<file path="src/rtl/slsd_pkg.sv">
// ----------------------------------------------------------------------------
// slsd_pkg
// shared types and constants of the sync / length / sum packet deframer
// ----------------------------------------------------------------------------
`default_nettype none

package slsd_pkg;

    localparam int unsigned BYTE_W   = 8;
    localparam int unsigned LEN_W    = 16;
    localparam int unsigned KIND_W   = 2;
    localparam int unsigned SUM_W    = 8;

    localparam logic [BYTE_W-1:0] SYNC_RESET = 8'h10;

    // result kinds
    localparam logic [KIND_W-1:0] KIND_PAYLOAD  = 2'd0;
    localparam logic [KIND_W-1:0] KIND_END_GOOD = 2'd1;
    localparam logic [KIND_W-1:0] KIND_END_BAD  = 2'd2;

    typedef enum logic [4:0] {
        PH_HUNT    = 5'b00001,
        PH_LEN_HI  = 5'b00010,
        PH_LEN_LO  = 5'b00100,
        PH_PAYLOAD = 5'b01000,
        PH_CHECK   = 5'b10000
    } phase_t;

    typedef struct packed {
        logic [KIND_W-1:0] kind;
        logic [BYTE_W-1:0] payload_byte;
        logic [LEN_W-1:0]  packet_length;
    } result_t;

endpackage

`default_nettype wire

</file>
<file path="src/rtl/slsd_core.sv">
// ----------------------------------------------------------------------------
// slsd_core
// framing state, length capture and running sum; when in_fire is high, one byte per cycle
// ----------------------------------------------------------------------------
`default_nettype none

module slsd_core (
    input  wire logic                          clk,
    input  wire logic                          rst_n,
    input  wire logic                          cfg_we,
    input  wire logic [slsd_pkg::BYTE_W-1:0]   cfg_wdata,
    input  wire logic                          in_fire,
    input  wire logic [slsd_pkg::BYTE_W-1:0]   rx_byte,
    output logic                               res_valid,
    output slsd_pkg::result_t                  res
);
    import slsd_pkg::*;

    logic [BYTE_W-1:0] sync_byte_reg;
    phase_t            phase_reg, phase_next;
    logic [LEN_W-1:0]  length_reg, length_next;
    logic [LEN_W-1:0]  seen_reg, seen_next;
    logic [SUM_W-1:0]  sum_reg, sum_next;
    logic [LEN_W-1:0]  seen_inc;
    logic [LEN_W-1:0]  length_full;

    assign seen_inc    = seen_reg + LEN_W'(1);
    assign length_full = {length_reg[LEN_W-1:BYTE_W], rx_byte};

    always_comb
    begin
        phase_next        = phase_reg;
        length_next       = length_reg;
        seen_next         = seen_reg;
        sum_next          = sum_reg;
        res_valid         = 1'b0;
        res.kind          = KIND_PAYLOAD;
        res.payload_byte  = '0;
        res.packet_length = length_reg;
        unique case (phase_reg)
            PH_LEN_HI:
            begin
                length_next = {rx_byte, {BYTE_W{1'b0}}};
                phase_next  = PH_LEN_LO;
            end
            PH_LEN_LO:
            begin
                length_next = length_full;
                seen_next   = '0;
                sum_next    = '0;
                phase_next  = (length_full == '0) ? PH_CHECK : PH_PAYLOAD;
            end
            PH_PAYLOAD:
            begin
                sum_next         = sum_reg + rx_byte;
                seen_next        = seen_inc;
                if (seen_inc == length_reg)
                    phase_next = PH_CHECK;
                res_valid        = 1'b1;
                res.payload_byte = rx_byte;
            end
            PH_CHECK:
            begin
                res_valid  = 1'b1;
                res.kind   = (rx_byte == sum_reg) ? KIND_END_GOOD : KIND_END_BAD;
                phase_next = PH_HUNT;
            end
            default:
            begin
                // hunt, and recovery from any illegal code
                phase_next = (rx_byte == sync_byte_reg) ? PH_LEN_HI : PH_HUNT;
            end
        endcase
    end

    always_ff @(posedge clk or negedge rst_n)
    begin
        if (!rst_n)
        begin
            sync_byte_reg <= SYNC_RESET;
            phase_reg     <= PH_HUNT;
            length_reg    <= '0;
            seen_reg      <= '0;
            sum_reg       <= '0;
        end
        else
        begin
            if (cfg_we)
                sync_byte_reg <= cfg_wdata;
            if (in_fire)
            begin
                phase_reg  <= phase_next;
                length_reg <= length_next;
                seen_reg   <= seen_next;
                sum_reg    <= sum_next;
            end
        end
    end

endmodule

`default_nettype wire

</file>
<file path="src/rtl/sync_length_sum_deframer_unit.sv">
// ----------------------------------------------------------------------------
// sync_length_sum_deframer_unit
// deframes a byte stream of sync / 16-bit length / payload / sum-checksum packets
// ----------------------------------------------------------------------------
// input channel: one received byte per transaction (in_valid, in_stall, rx_byte).
// bytes are dropped until cfg sync byte is seen, then a big-endian length,
// the payload bytes and a checksum byte follow.
// output channel: one transaction per payload byte (kind 0) and one end
// transaction per packet (kind 1 good sum, kind 2 bad sum); packet_length
// carries the declared length. downstream must drop packets that end bad, as
// the unit does not. sync, length and hunted bytes give no output transaction.
// a result is registered in the result register, or in the skid register while
// another result waits. throughput: one byte per cycle while in_stall is low.
// a two-entry output buffer (result register plus skid register) lets a new
// byte be taken while a result waits; in_stall rises only once both entries
// are full, and is driven from a register alone.
// reset: hunting for sync, sync byte 0x10, output buffer empty.
// cfg_we writes the sync byte; it is used at the next hunt.
// ----------------------------------------------------------------------------
`default_nettype none

module sync_length_sum_deframer_unit (
    input  wire logic                          clk,
    input  wire logic                          rst_n,
    input  wire logic                          cfg_we,
    input  wire logic [slsd_pkg::BYTE_W-1:0]   cfg_wdata,
    input  wire logic                          in_valid,
    output logic                               in_stall,
    input  wire logic [slsd_pkg::BYTE_W-1:0]   rx_byte,
    output logic                               out_valid,
    input  wire logic                          out_stall,
    output logic [slsd_pkg::KIND_W-1:0]        kind,
    output logic [slsd_pkg::BYTE_W-1:0]        payload_byte,
    output logic [slsd_pkg::LEN_W-1:0]         packet_length
);
    import slsd_pkg::*;

    logic    in_fire;
    logic    res_valid;
    result_t res;
    logic    push;
    logic    pop;

    logic    out_valid_reg;
    result_t out_reg;
    logic    skid_valid_reg;
    result_t skid_reg;

    assign in_stall = skid_valid_reg;
    assign in_fire  = in_valid && !in_stall;
    assign push     = in_fire && res_valid;
    assign pop      = out_valid_reg && !out_stall;

    slsd_core u_core (
        .clk       (clk),
        .rst_n     (rst_n),
        .cfg_we    (cfg_we),
        .cfg_wdata (cfg_wdata),
        .in_fire   (in_fire),
        .rx_byte   (rx_byte),
        .res_valid (res_valid),
        .res       (res)
    );

    always_ff @(posedge clk or negedge rst_n)
    begin
        if (!rst_n)
        begin
            out_valid_reg  <= 1'b0;
            skid_valid_reg <= 1'b0;
        end
        else
        begin
            priority if (skid_valid_reg)
            begin
                // input is stalled, only drain
                if (pop)
                begin
                    out_valid_reg  <= 1'b1;
                    skid_valid_reg <= 1'b0;
                end
            end
            else if (!out_valid_reg || pop)
            begin
                out_valid_reg <= push;
            end
            else
            begin
                if (push)
                    skid_valid_reg <= 1'b1;
            end
        end
    end

    always_ff @(posedge clk)
    begin
        priority if (skid_valid_reg)
        begin
            if (pop)
                out_reg <= skid_reg;
        end
        else if (!out_valid_reg || pop)
        begin
            if (push)
                out_reg <= res;
        end
        else
        begin
            if (push)
                skid_reg <= res;
        end
    end

    assign out_valid     = out_valid_reg;
    assign kind          = out_reg.kind;
    assign payload_byte  = out_reg.payload_byte;
    assign packet_length = out_reg.packet_length;

endmodule

`default_nettype wire
</file>
<file path="config.mk">
export PLATFORM = sky130hd
export DESIGN_NAME = sync_length_sum_deframer_unit
export DESIGN_NICKNAME = d
export VERILOG_FILES = /design/src/rtl/slsd_pkg.sv /design/src/rtl/slsd_core.sv /design/src/rtl/sync_length_sum_deframer_unit.sv
export SDC_FILE = /design/constraint.sdc
export NUM_CORES = 1
export LEC_CHECK = 0
export BUFFER_PORTS_ARGS = -buffer_cell sky130_fd_sc_hd__clkbuf_2
export CAP_MARGIN = 25
export CORE_MARGIN = 3
export CORE_UTILIZATION = 55
export DETAILED_ROUTE_END_ITERATION = 8
export GPL_TIMING_DRIVEN = 1
export PLACE_DENSITY = 0.76
export SETUP_SLACK_MARGIN = 0.1
export SYNTH_ARGS = -nofsm -noshare
export SYNTH_HDL_FRONTEND = slang
export SYNTH_SLANG_ARGS = --single-unit
</file>
<file path="constraint.sdc">
create_clock -name clk -period 10.3 [get_ports clk]
set_input_delay 2.06 -clock clk [delete_from_list [all_inputs] [get_ports clk]]
set_output_delay 2.06 -clock clk [all_outputs]
set_load 0.005 [all_outputs]
</file>
==> summary.md <==
| Metric | Value |
|---|---|
| Status | `completed` |
| Critical path required time | `~11 ns` |
| Kind of critical path | `in2reg` |
| CTS Buf Count | `9` |
| Fin crit period | `3.81 ns` |
| Final setup vio count | `0` |
| Post-synth ARST share | `between 50% and 60%` |
| Initial core utilization | `between 50% and 60%` |
| Critical path origin | `in_valid` |
| Library cells used by synthesis | `50` |
| Fin Clk Skew | `approximately 0.020 ns` |
| Via density | `5.84` |
| HP Class | `reg2reg` |
| Crit Path Max Fanout | `24` |
| Total global routing overflow | `0` |
| CTS Sinks | `roughly 110` |
| Worst R2R Setup Slack | `roughly 7.2 ns` |
| CORE AREA | `0.00898 sq mm` |
| Post-cts sizing count | `0` |
| Number of remaining DRC errors | `0` |
| Nets | `between 500 and 600` |
| Max-Cap Viols | `0` |
| Pre-CTS setup slack | `slightly above 6 ns` |
| Max-slew violations | `0` |
| Leakage | `~2.4 nW` |
| Fin crit share | `a little under two fifths` |
| Synth Flop Type | `dfrtp_1` |
| Synthesis-stage register bit count | `between 100 and 150` |
| Root Buffer | `clkbuf_8` |
| Antenna-violating nets left | `0` |
| Global-route wire length before repair | `approximately 18000 um` |
| Syn_area_per_cell | `around 12 sq um` |
| Warning count from the yosys run | `0` |
| Pwr Total | `762 uW` |
| Worst-skew pair later-pin latency | `approximately 0.38 ns` |
| Post-DP HPWL | `7500 um` |
| Row Count | `34` |
| Pre-antenna DRT Iters | `5` |
| Worst hold slack | `just over 0.5 ns` |
| Largest net degree at the start of global routing | `56` |
| Clock transition at path regs | `around 0.12 ns` |
| Die Wd | `103 um` |
| Reg2Reg Depth | `5` |
| Worst slew margin | `between 30% and 40%` |
| WL final | `10700 um` |
| CP endpoint kind | `register` |
| Vias in the first global route | `between 3000 and 4000` |
| Layout cells sized above 1 | `23.9%` |
| ANT cells | `0` |
| TNS Setup | `0 ns` |
| TritonCTS clock tree | `done` |
| Post-synthesis sequential area ratio | `between 50% and 60%` |
| Critical path arrival | `between 4 and 5 ns` |
| RSZ-0062 raised after global routing | `no` |
| Slew @ Worst Pin | `roughly 0.94 ns` |
| Cell Pwr Density | `approximately 130 mW/mm^2` |
| Peak VDD IR | `~0.087 mV` |
| Synthesized area | `between 0.005 and 0.006 sq mm` |
| Final Hold Vio Count | `0` |
| Synth Net Count | `about 480` |
| Via Count | `~3600` |
| GPL Wtd Cong | `0.870` |
| Total I/O pin count | `49` |
| Starting DRC count in detailed routing | `between 200 and 300` |
| Total GRT Usage | `a little over a fifth` |
| Cts hold-fix bufs | `0` |
| Port Buffers | `48` |
| Number of synthesized flops with an enable pin | `52` |
| Layout Area Growth over Synthesis | `10.6%` |
| FMAX | `0.262 GHz` |
| CTS Buffer Depth | `2` |
| Largest register FFs | `26` |
| Fin worst setup slack | `6.49 ns` |
| Core Util, Final | `between 60 and 70%` |
| Synthesized instance count | `between 400 and 500` |
| Die Ht | `~100 um` |
| Reg2reg end | `u_core.sum_reg[7]` |
| CP endpoint | `u_core.seen_reg[5]` |
| Reg-to-Reg Start | `u_core.phase_reg[1]` |
| Initial antenna violation count | `0` |
| Wire per inst | `roughly 17 um` |
| Buffers inserted by post-CTS timing repair | `0` |
| Critical path launch point type | `input port` |
| H-tree levels | `3` |
| Die area | `between 0.01 and 0.015 sq mm` |
[cell usage in the layout, fill, tap and decap left out, types with 2 or more instances in the layout]
cell       count
a2111oi_0      2
a211oi_1       2
a21o_1         3
a21oi_1       11
a22o_1         4
and2_1         9
and3_1         7
buf_4          5
clkbuf_2      48
clkbuf_8       9
clkinv_8       2
dfrtp_1       53
dfstp_2        2
edfxtp_1      52
ha_1           8
inv_1          4
inv_6          3
mux2_2        40
nand2_1       50
nand2b_1       4
nand3_1       12
nand4_1        6
nor2_1        23
nor2b_1        2
nor3_1         9
nor4_1        11
o211ai_1       3
o21ai_0       40
o21ai_1        2
o31ai_1       12
or4_1          3
xnor2_1       16
xor2_1        21
[stage by stage]
stage	std cells	instance area, sq um
final	624	5770
after global routing	624	5770
after CTS	624	5770
after detailed placement	608	5560
after global placement	608	5560
after floorplan	449	5220
[where the power goes]
part	switching [mW]	total [mW]	internal (mW)
clock network	0.159	0.256	0.0968
logic	0.0249	0.0445	0.0196
registers	0.00811	0.462	0.453
[synthesized netlist by cell type (all sizes together), types with 8 or more instances]
cell type | instances | share of area, %
dfrtp | 53 | 25
edfxtp | 52 | 30
nand2 | 50 | 3.6
o21ai | 42 | 4.0
mux2 | 40 | 8.6
nor2 | 24 | 1.7
xor2 | 21 | 3.5
xnor2 | 16 | 2.7
clkbuf | 15 | 1.3
nand3 | 13 | 1.5
o31ai | 12 | 1.7
a21oi | 11 | 1.1
nor4 | 11 | 1.3
and2 | 9 | 1.1
nor3 | 9 | 0.86
ha | 8 | 1.9
[cell families (layout without fill, tap and decap cells)]
| group | after synthesis | count (layout) | synth area share, % |
|---|---|---|---|
| xor+xnor | 37 | 37 | 6.21 |
| compound gates | 87 | 87 | 10.2 |
| simple gates | 145 | 145 | 14.2 |
| flops | 107 | 107 | 56.4 |
| fa+ha+maj | 9 | 9 | 2.30 |
| buf+inv | 24 | 73 | 2.09 |
| mux | 40 | 40 | 8.64 |
[critical path, cell delays in order]
cell	delay, ns
clkbuf_2	0.10
nor2b_1	0.45
nand2_1	0.11
nor2_1	0.68
nor2_1	0.09
buf_4	0.25
o21ai_0	0.20
o31ai_1	0.10
[routing by layer]
metal / vias to the layer above / GRT usage [%] / wire length, um
li1: 1738 / - / -
met1: 1771 / 32.2 / 4900
met2: 122 / 32.2 / 4960
met3: 13 / 3.76 / 661
met4: 0 / 7.57 / 155
met5: - / 0 / 0
[how the worst min path moves through the flow]
stage                              startpoint  slack [ns]                  end  cells after the start
after floorplan             u_core.sum_reg[2]        0.45    u_core.sum_reg[2]                      2
after global placement      u_core.sum_reg[5]        0.47    u_core.sum_reg[5]                      2
after detailed placement    u_core.sum_reg[3]        0.49    u_core.sum_reg[3]                      2
after CTS                 u_core.seen_reg[15]        0.51  u_core.seen_reg[15]                      1
after global routing      u_core.phase_reg[0]        0.53  u_core.phase_reg[0]                      2
final                               out_valid        0.51             in_stall                      1
[cell type report]
class / count / area, sq um
fillers: 716 / 3210
flip-flops and latches: 107 / 2940
multi-input cells: 318 / 2170
repair buffers: 53 / 278
well taps: 126 / 158
clock buffers: 9 / 124
clock inverters: 7 / 78.8
inverters: 4 / 15.0
(Power assumes the default switching activity.)
